**src/utf8d_pkg.sv**
```systemverilog
// Shared types and constants for the UTF-8 stream decoder.
// No dependencies; every other file imports this package.
`default_nettype none

package utf8d_pkg;

  localparam int unsigned ByteW  = 8;
  localparam int unsigned CodeW  = 21;
  localparam int unsigned OutqDepth = 3;

  localparam logic [CodeW-1:0] REPL_CHAR  = 21'h00FFFD;
  localparam logic [CodeW-1:0] MAX_SCALAR = 21'h10FFFF;
  localparam logic [CodeW-1:0] MIN_TWO    = 21'h000080;
  localparam logic [CodeW-1:0] MIN_THREE  = 21'h000800;

  // Extra bytes that a lead byte asks for.
  typedef enum logic [1:0] {
    KIND_ASCII = 2'd0,
    KIND_TWO   = 2'd1,
    KIND_THREE = 2'd2,
    KIND_FOUR  = 2'd3
  } lead_kind_t;

  typedef struct packed {
    logic [CodeW-1:0] code_point;
    logic             run_last;
    logic             string_end;
  } res_t;

  // Results produced by one byte, oldest first.
  typedef struct packed {
    logic [1:0] count;
    res_t       first;
    res_t       second;
  } push_t;

endpackage

`default_nettype wire

```
**src/utf8d_byte_if.sv**
```systemverilog
// Handshake channel carrying raw string bytes into the decoder.
// Depends on utf8d_pkg for field widths.
`default_nettype none

interface utf8d_byte_if
  import utf8d_pkg::*;
();
  logic             valid;
  logic             ready;
  logic [ByteW-1:0] byte_in;
  logic             last_byte;

  modport source (output valid, output byte_in, output last_byte, input ready);
  modport sink   (input valid, input byte_in, input last_byte, output ready);
endinterface

`default_nettype wire

```
**src/utf8d_code_if.sv**
```systemverilog
// Handshake channel carrying decoded code points out of the decoder.
// Depends on utf8d_pkg for field widths.
`default_nettype none

interface utf8d_code_if
  import utf8d_pkg::*;
();
  logic             valid;
  logic             ready;
  logic [CodeW-1:0] code_point;
  logic             run_last;
  logic             string_end;

  modport source (output valid, output code_point, output run_last, output string_end,
                  input ready);
  modport sink   (input valid, input code_point, input run_last, input string_end,
                  output ready);
endinterface

`default_nettype wire

```
**src/utf8d_core.sv**
```systemverilog
// Input register, segment state and per-byte decode of the UTF-8 decoder.
// Depends on utf8d_pkg and utf8d_byte_if.
`default_nettype none

module utf8d_core
  import utf8d_pkg::*;
(
  input  wire logic    clk,
  input  wire logic    rst,
  utf8d_byte_if.sink   byte_stream,
  input  wire logic    space,
  output push_t        push
);

  logic             hold_valid;
  logic [ByteW-1:0] hold_byte;
  logic             hold_last;

  logic             segment_open;
  logic [CodeW-1:0] accum;
  lead_kind_t       lead_kind;
  logic [1:0]       bytes_taken;
  logic             segment_bad;

  logic             segment_open_next;
  logic [CodeW-1:0] accum_next;
  lead_kind_t       lead_kind_next;
  logic [1:0]       bytes_taken_next;
  logic             segment_bad_next;

  logic             process;
  logic             cont;
  logic             emit_old;
  logic [CodeW-1:0] old_value;
  logic [CodeW-1:0] end_value;

  function automatic logic [CodeW-1:0] finish(input logic [CodeW-1:0] acc,
                                              input lead_kind_t kind,
                                              input logic [1:0] taken,
                                              input logic bad);
    logic [CodeW-1:0] val;
    val = acc;
    unique case (kind)
      KIND_ASCII: val = acc;
      KIND_TWO:   if (acc < MIN_TWO && acc != '0) val = REPL_CHAR;
      KIND_THREE: if (acc < MIN_THREE) val = REPL_CHAR;
      KIND_FOUR:  if (acc > MAX_SCALAR) val = REPL_CHAR;
      default:    val = REPL_CHAR;
    endcase
    if (bad || taken < 2'(kind)) val = REPL_CHAR;
    return val;
  endfunction

  assign process           = hold_valid && space;
  assign byte_stream.ready = !hold_valid || process;

  always_ff @(posedge clk) begin
    if (rst) begin
      hold_valid <= 1'b0;
    end else begin
      hold_valid <= (byte_stream.valid && byte_stream.ready) || (hold_valid && !process);
    end
    if (byte_stream.valid && byte_stream.ready) begin
      hold_byte <= byte_stream.byte_in;
      hold_last <= byte_stream.last_byte;
    end
  end

  assign cont      = hold_byte[7:6] == 2'b10;
  assign emit_old  = segment_open && !cont;
  assign old_value = finish(accum, lead_kind, bytes_taken, segment_bad);

  always_comb begin
    segment_open_next = segment_open;
    accum_next        = accum;
    lead_kind_next    = lead_kind;
    bytes_taken_next  = bytes_taken;
    segment_bad_next  = segment_bad;
    if (segment_open && cont) begin
      if (!segment_bad && bytes_taken < 2'(lead_kind)) begin
        accum_next       = {accum[CodeW-7:0], hold_byte[5:0]};
        bytes_taken_next = bytes_taken + 2'd1;
      end
    end else begin
      segment_open_next = 1'b1;
      bytes_taken_next  = '0;
      segment_bad_next  = 1'b0;
      if (!hold_byte[7]) begin
        lead_kind_next = KIND_ASCII;
        accum_next     = CodeW'(hold_byte);
      end else if (hold_byte[7:5] == 3'b110) begin
        lead_kind_next = KIND_TWO;
        accum_next     = CodeW'(hold_byte[4:0]);
      end else if (hold_byte[7:4] == 4'b1110) begin
        // The three-byte lead keeps five payload bits; the bit above the four
        // real ones is always zero here, so values below 0x800 catch overlongs.
        lead_kind_next = KIND_THREE;
        accum_next     = CodeW'(hold_byte[4:0]);
      end else if (hold_byte[7:3] == 5'b11110) begin
        lead_kind_next = KIND_FOUR;
        accum_next     = CodeW'(hold_byte[2:0]);
      end else begin
        lead_kind_next   = KIND_ASCII;
        accum_next       = '0;
        segment_bad_next = 1'b1;
      end
    end
  end

  assign end_value = finish(accum_next, lead_kind_next, bytes_taken_next, segment_bad_next);

  always_comb begin
    push.count             = process ? (2'(emit_old) + 2'(hold_last)) : 2'd0;
    push.first.code_point  = emit_old ? old_value : end_value;
    push.first.run_last    = !(emit_old && hold_last);
    push.first.string_end  = !emit_old;
    push.second.code_point = end_value;
    push.second.run_last   = 1'b1;
    push.second.string_end = 1'b1;
  end

  always_ff @(posedge clk) begin
    if (rst) begin
      segment_open <= 1'b0;
      accum        <= '0;
      lead_kind    <= KIND_ASCII;
      bytes_taken  <= '0;
      segment_bad  <= 1'b0;
    end else if (process) begin
      if (hold_last) begin
        // The string is finished, so the next byte starts afresh.
        segment_open <= 1'b0;
        accum        <= '0;
        lead_kind    <= KIND_ASCII;
        bytes_taken  <= '0;
        segment_bad  <= 1'b0;
      end else begin
        segment_open <= segment_open_next;
        accum        <= accum_next;
        lead_kind    <= lead_kind_next;
        bytes_taken  <= bytes_taken_next;
        segment_bad  <= segment_bad_next;
      end
    end
  end

`ifndef SYNTHESIS
  a_last_closes: assert property (@(posedge clk) disable iff (rst)
    (process && hold_last) |=> !segment_open)
    else $error("segment still open after the final byte of a string");

  a_two_needs_last: assert property (@(posedge clk) disable iff (rst)
    (push.count == 2'd2) |-> (hold_last && segment_open))
    else $error("two words produced without an open segment and a final byte");

  a_no_push_idle: assert property (@(posedge clk) disable iff (rst)
    !process |-> (push.count == 2'd0))
    else $error("words produced while no byte is processed");

  a_taken_bound: assert property (@(posedge clk) disable iff (rst)
    segment_open |-> (bytes_taken <= 2'(lead_kind)))
    else $error("more continuation bytes taken than the lead asked for");
`endif

endmodule

`default_nettype wire

```
**src/utf8d_outq.sv**
```systemverilog
// Small shifting result queue that decouples the decode from the output sink.
// Depends on utf8d_pkg and utf8d_code_if.
`default_nettype none

module utf8d_outq
  import utf8d_pkg::*;
(
  input  wire logic    clk,
  input  wire logic    rst,
  input  wire push_t   push,
  output logic         space,
  utf8d_code_if.source code_stream
);

  localparam int unsigned CntW = $clog2(OutqDepth + 1);

  res_t            slot      [OutqDepth];
  res_t            slot_next [OutqDepth];
  logic [CntW-1:0] count;
  logic [CntW-1:0] count_next;
  logic [CntW-1:0] base;
  logic            pop;

  assign pop                    = code_stream.valid && code_stream.ready;
  assign code_stream.valid      = count != '0;
  assign code_stream.code_point = slot[0].code_point;
  assign code_stream.run_last   = slot[0].run_last;
  assign code_stream.string_end = slot[0].string_end;

  // Room for two words is kept, whatever the sink does this cycle.
  assign space = count <= CntW'(OutqDepth - 2);

  assign base       = count - CntW'(pop);
  assign count_next = base + CntW'(push.count);

  always_comb begin
    for (int i = 0; i < OutqDepth; i++) begin
      slot_next[i] = slot[i];
    end
    if (pop) begin
      for (int i = 0; i < OutqDepth - 1; i++) begin
        slot_next[i] = slot[i + 1];
      end
    end
    for (int i = 0; i < OutqDepth; i++) begin
      if (push.count != 2'd0 && CntW'(i) == base) begin
        slot_next[i] = push.first;
      end
      if (push.count == 2'd2 && CntW'(i) == base + CntW'(1)) begin
        slot_next[i] = push.second;
      end
    end
  end

  always_ff @(posedge clk) begin
    if (rst) begin
      count <= '0;
    end else begin
      count <= count_next;
    end
    for (int i = 0; i < OutqDepth; i++) begin
      slot[i] <= slot_next[i];
    end
  end

`ifndef SYNTHESIS
  a_push_fits: assert property (@(posedge clk) disable iff (rst)
    (push.count != 2'd0) |-> (count <= CntW'(OutqDepth - 2)))
    else $error("words pushed without room for two");

  a_drain: assert property (@(posedge clk) disable iff (rst)
    (pop && count == CntW'(1) && push.count == 2'd0) |=> !code_stream.valid)
    else $error("queue not empty after its only word left");

  a_hold: assert property (@(posedge clk) disable iff (rst)
    (code_stream.valid && !code_stream.ready) |=> $stable(code_stream.code_point))
    else $error("head word changed while stalled");
`endif

endmodule

`default_nettype wire

```
**src/utf8_stream_decoder.sv**
```systemverilog
// UTF-8 stream decoder: takes one byte per clock and gives one code point per
// segment (0xFFFD for a malformed one). A byte is registered on entry, decoded
// against the segment state once the queue has room, and its words go into a
// three-word output queue of registered slots that feeds the sink. A byte that
// starts a new segment and also ends the string gives two words together;
// the decode then waits while the queue holds more than one word, so sustained
// input is one byte per clock whenever the sink takes one word per clock, except
// that each such two-word byte can hold up the input at the end of its string.
// Depends on utf8d_pkg, the two channel interfaces, utf8d_core and utf8d_outq.
`default_nettype none

module utf8_stream_decoder
  import utf8d_pkg::*;
(
  input  wire logic    clk,
  input  wire logic    rst,
  utf8d_byte_if.sink   byte_stream,
  utf8d_code_if.source code_stream
);

  push_t push;
  logic  space;

  utf8d_core u_core (
    .clk         (clk),
    .rst         (rst),
    .byte_stream (byte_stream),
    .space       (space),
    .push        (push)
  );

  utf8d_outq u_outq (
    .clk         (clk),
    .rst         (rst),
    .push        (push),
    .space       (space),
    .code_stream (code_stream)
  );

endmodule

`default_nettype wire
```
**src/flat_wrapper.sv**
```systemverilog
// flat-port wrapper written by rule: the top's interface ports become plain ports
module utf8_stream_decoder_flat import utf8d_pkg::*;
  (clk, rst, byte_stream_valid, byte_stream_byte_in, byte_stream_last_byte, byte_stream_ready, code_stream_valid, code_stream_code_point, code_stream_run_last, code_stream_string_end, code_stream_ready);
  utf8d_byte_if byte_stream_i ();
  utf8d_code_if code_stream_i ();
  input  wire logic clk;
  input  wire logic rst;
  input wire logic [$bits(byte_stream_i.valid)-1:0] byte_stream_valid;
  input wire logic [$bits(byte_stream_i.byte_in)-1:0] byte_stream_byte_in;
  input wire logic [$bits(byte_stream_i.last_byte)-1:0] byte_stream_last_byte;
  output wire logic [$bits(byte_stream_i.ready)-1:0] byte_stream_ready;
  output wire logic [$bits(code_stream_i.valid)-1:0] code_stream_valid;
  output wire logic [$bits(code_stream_i.code_point)-1:0] code_stream_code_point;
  output wire logic [$bits(code_stream_i.run_last)-1:0] code_stream_run_last;
  output wire logic [$bits(code_stream_i.string_end)-1:0] code_stream_string_end;
  input wire logic [$bits(code_stream_i.ready)-1:0] code_stream_ready;
  assign byte_stream_i.valid = byte_stream_valid;
  assign byte_stream_i.byte_in = byte_stream_byte_in;
  assign byte_stream_i.last_byte = byte_stream_last_byte;
  assign byte_stream_ready = byte_stream_i.ready;
  assign code_stream_valid = code_stream_i.valid;
  assign code_stream_code_point = code_stream_i.code_point;
  assign code_stream_run_last = code_stream_i.run_last;
  assign code_stream_string_end = code_stream_i.string_end;
  assign code_stream_i.ready = code_stream_ready;
  utf8_stream_decoder u_core (.clk(clk), .rst(rst), .byte_stream(byte_stream_i), .code_stream(code_stream_i));
endmodule
```
**config.mk**
```make
export PLATFORM = sky130hd
export DESIGN_NAME = utf8_stream_decoder_flat
export DESIGN_NICKNAME = d
export VERILOG_FILES = /design/src/utf8d_pkg.sv /design/src/utf8d_byte_if.sv /design/src/utf8d_code_if.sv /design/src/utf8d_core.sv /design/src/utf8d_outq.sv /design/src/utf8_stream_decoder.sv /design/src/flat_wrapper.sv
export SDC_FILE = /design/constraint.sdc
export NUM_CORES = 1
export LEC_CHECK = 0
export BUFFER_PORTS_ARGS = -buffer_cell sky130_fd_sc_hd__buf_2
export CORE_UTILIZATION = 39
export CTS_CLUSTER_DIAMETER = 60
export DETAILED_ROUTE_END_ITERATION = 10
export GPL_TIMING_DRIVEN = 0
export PLACE_DENSITY = 0.56
export SETUP_SLACK_MARGIN = 0.2
export SLEW_MARGIN = 20
export SYNTH_ARGS = -nofsm -noshare
export SYNTH_HDL_FRONTEND = slang
export SYNTH_SLANG_ARGS = --single-unit
```
**constraint.sdc**
```tcl
create_clock -name clk -period 3.3 [get_ports clk]
set_input_delay 0.33 -clock clk [delete_from_list [all_inputs] [get_ports clk]]
set_output_delay 0.33 -clock clk [all_outputs]
set_load 0.1 [all_outputs]
```
==> impl_metrics.toml <==
[timing]
fin_crit_sh_pct = 96.15
hold_viol_final = 0
rsz0062_at_grt = "yes"
clock-skew-final_ns = 0.01272
max_slew_margin_pct = 49.12
tightest_slew_ns = 0.7632
fin_setup_tns_ns = 0
min_period_ns = 3.173
max_freq_mhz = 315.2
setup_viol = 0
slew_viol_final = 0

[floorplan]
die_h_um = 127.7
die_area_um2 = 16290
start_util_pct = 40.20
core_area_um2 = 15310
rows = 45
die_w_um = 127.7
ios = 38

[finish]
area_delta_synth_final_pct = 26.48
layoutNonFillerInstCount = 966
antennaDiodeCount = 0
drive_gt1_share_pct = 28.87
nets = 768

[yosys]
ys.warnings.count = 0
synth-seq-cells = 108
synth.distinct_cells = 64
synth_enable_flop_cells = 72
synthFlopType = "edfxtp_1"
ys_top_cells_by_area = "edfxtp_1 35%, dfxtp_1 12%, a21oi_1 4.6%, o21ai_0 4.4%, nor2_1 4.0%"
syn_inst = 673
synth_top_area_cell = "edfxtp_1"
synth_top_area_share_pct = 35.11
yosysMostFrequentCell = "edfxtp_1"
ys_seq_area_share_pct = 46.82
async_reset_ff_share_pct = 0
netlist_top_cells_count = "72 x edfxtp_1, 65 x nor2_1, 58 x nand2_1, 57 x a21oi_1, 54 x o21ai_0"
syn_area_um2 = 6157
postSynthAreaPerCell_um2 = 9.149
syn_nets = 691

[clocking]
insertion_delay_ns = 0.37
clk_pin_slew_ns = 0.08
tritoncts = "done"
cts_buffers = 9
root_buffer = "clkbuf_16"
cts-hold-fix-buffers = 0
htreeDepth = 3
clockBufferDepth = 2
clock_sinks = 108

[routing]
drtIter0Drc = 620
wl_um = 19290
postRouteAntennaNets = 0
wire_per_inst_um = 19.97
vias_per_cell = 5.862
first_pass_iters = 5
vias = 5663
drc = 0

[run]
drv_cap = 0

[place]
gp_congestion = 0.8916
dp_cells = 920
dpl.hpwl_um = 13730
port_buffers = 36

[worst_setup_path]
cp_common_cell = "buf_6"
worstPathArrival_ns = 3.27
path_cells = "inv_2 -> ha_4 -> or2_4 -> a21oi_4 -> buf_6 -> clkbuf_16 -> nand2_4 -> xor2_1 -> nor2_1 -> ha_1 -> o21a_1 -> buf_4 -> o211ai_1 -> a31o_2 -> buf_6 -> o221ai_1 -> o21ai_1"
slowest_stage = "dfxtp_2"
cp_slowest_stage_delay_ns = 0.35
required_ns = 3.40
crit_type = "flop to flop"
worst_setup_path_end_kind = "flop"
startpoint_type = "flop"
crit_fanout = 5

[status]
status = "completed"

[min_path]
hold_class = "input port to flop"

[grt]
grt_pass1_vias = 5374
antenna_found_initial = 0
gr-usage-all-layers_pct = 24.06
grt_max_degree = 22
grt-ovfl-total = 0
grt_pass1_wl_um = 29770

[pwr]
irDropWorstVdd_mv = 0.2779
power_density_nw_per_um2 = 647.5
total_leakage_power_nw = 2.791
## worst max-delay path, delay by kind of cell (launching register included)
family                     cells  cell delay (ns)
adders and majority gates      2             0.43
buffers and inverters          5             0.56
DFF                            1             0.35
AOI/OAI and AO/OA              6             1.06
xor gates and xnor gates       1             0.13
and+or+nand+nor                3             0.38
## layout by cell type, fill, tap and decap left out, types with 11 or more instances in the layout
cell and count:
and3_1 17, clkbuf_1 29, inv_1 13, a32oi_1 11
a21oi_2 13, a22oi_1 22, o22ai_1 13, edfxtp_1 72
nand2b_1 11, o21ai_0 42, nor2_1 59, buf_2 40
clkbuf_16 11, dfxtp_1 32, nand2_1 52, a21oi_1 42
buf_4 40
## repair_timing
item | 4_1_cts | 5_1_grt
cloned | 2 | 3
resized for setup | 89 | 57
endpoints found under the setup margin | 126 | 117
setup buffers | 20 | 5
pin swaps | 12 | 23
## per-layer routing
layer / vias to the layer above / routed length, um / global-route usage [%]
met5: - / 0 / 0
met4: 0 / 557 / 9.896
met3: 41 / 1407 / 3.464
met2: 252 / 9071 / 39.47
met1: 2712 / 8254 / 31.98
li1: 2658 / - / -
## registers in the layout, summed over array words and instances (netlist names), 2 cells and up
signal,cells
u_core.u_outq.slot,69
u_core.u_core.accum,21
u_core.u_core.lead_kind,2
u_core.u_core.hold_byte,8
u_core.u_outq.count,2
u_core.u_core.bytes_taken,2
## cells by family (layout without fill, tap and decap cells)
group,after synthesis,after routing,share of synthesized area (%)
AO/OA/AOI/OAI,237,237,25.12
AND/OR/NAND/NOR,216,218,17.19
flip-flops,108,108,46.82
buffers and inverters,92,172,7.498
multiplexers,11,11,1.788
adder cells (fa/ha/maj),5,5,1.016
XOR/XNOR,4,4,0.5691
## per-stage QoR
stage	util, %	total power [mW]	hold WS (ns)	area (um^2)	setup slack [ns]
finish	50.85	5.042	0.1377	7787	0.1269
floorplan	-	3.263	0.4289	6175	0.2399
detailed placement	43.22	3.611	0.4717	6619	-0.5597
global placement	43.22	3.581	0.4579	6619	-0.4617
CTS	48.93	4.947	0.1361	7493	0.1600
global route	50.85	5.232	0.1402	7787	0.005253
## power breakdown
group	internal (mW)	switching, mW	total, mW
logic	0.576	1.43	2.01
clock network	0.672	0.544	1.22
registers	1.74	0.0845	1.82
## final cells by class
| class | instances | area [um^2] |
|---|---|---|
| fillers | 1469 | 7527 |
| clock inverters | 7 | 97.59 |
| flip-flops and latches | 108 | 2888 |
| clock buffers | 9 | 225.2 |
| plain buffers | 76 | 486.7 |
| inverters | 16 | 63.81 |
| multi-input cells | 475 | 3294 |
| repair buffers | 63 | 460.4 |
| repair inverters | 1 | 7.507 |
| well taps | 211 | 264.0 |
## final timing paths
path	from	to	slack, ns	cells after the start
worst max-delay path	u_core.u_core.lead_kind[1]	u_core.u_outq.slot[0][9]	0.13	17
worst min register to register	u_core.u_outq.slot[0][1]	u_core.u_outq.slot[0][1]	0.50	1
worst min-delay path	byte_stream_byte_in[5]	u_core.u_core.hold_byte[5]	0.14	1
worst max register to register	u_core.u_core.lead_kind[1]	u_core.u_outq.slot[0][9]	0.13	17
No activity file was read; power rests on OpenSTA's default activity.
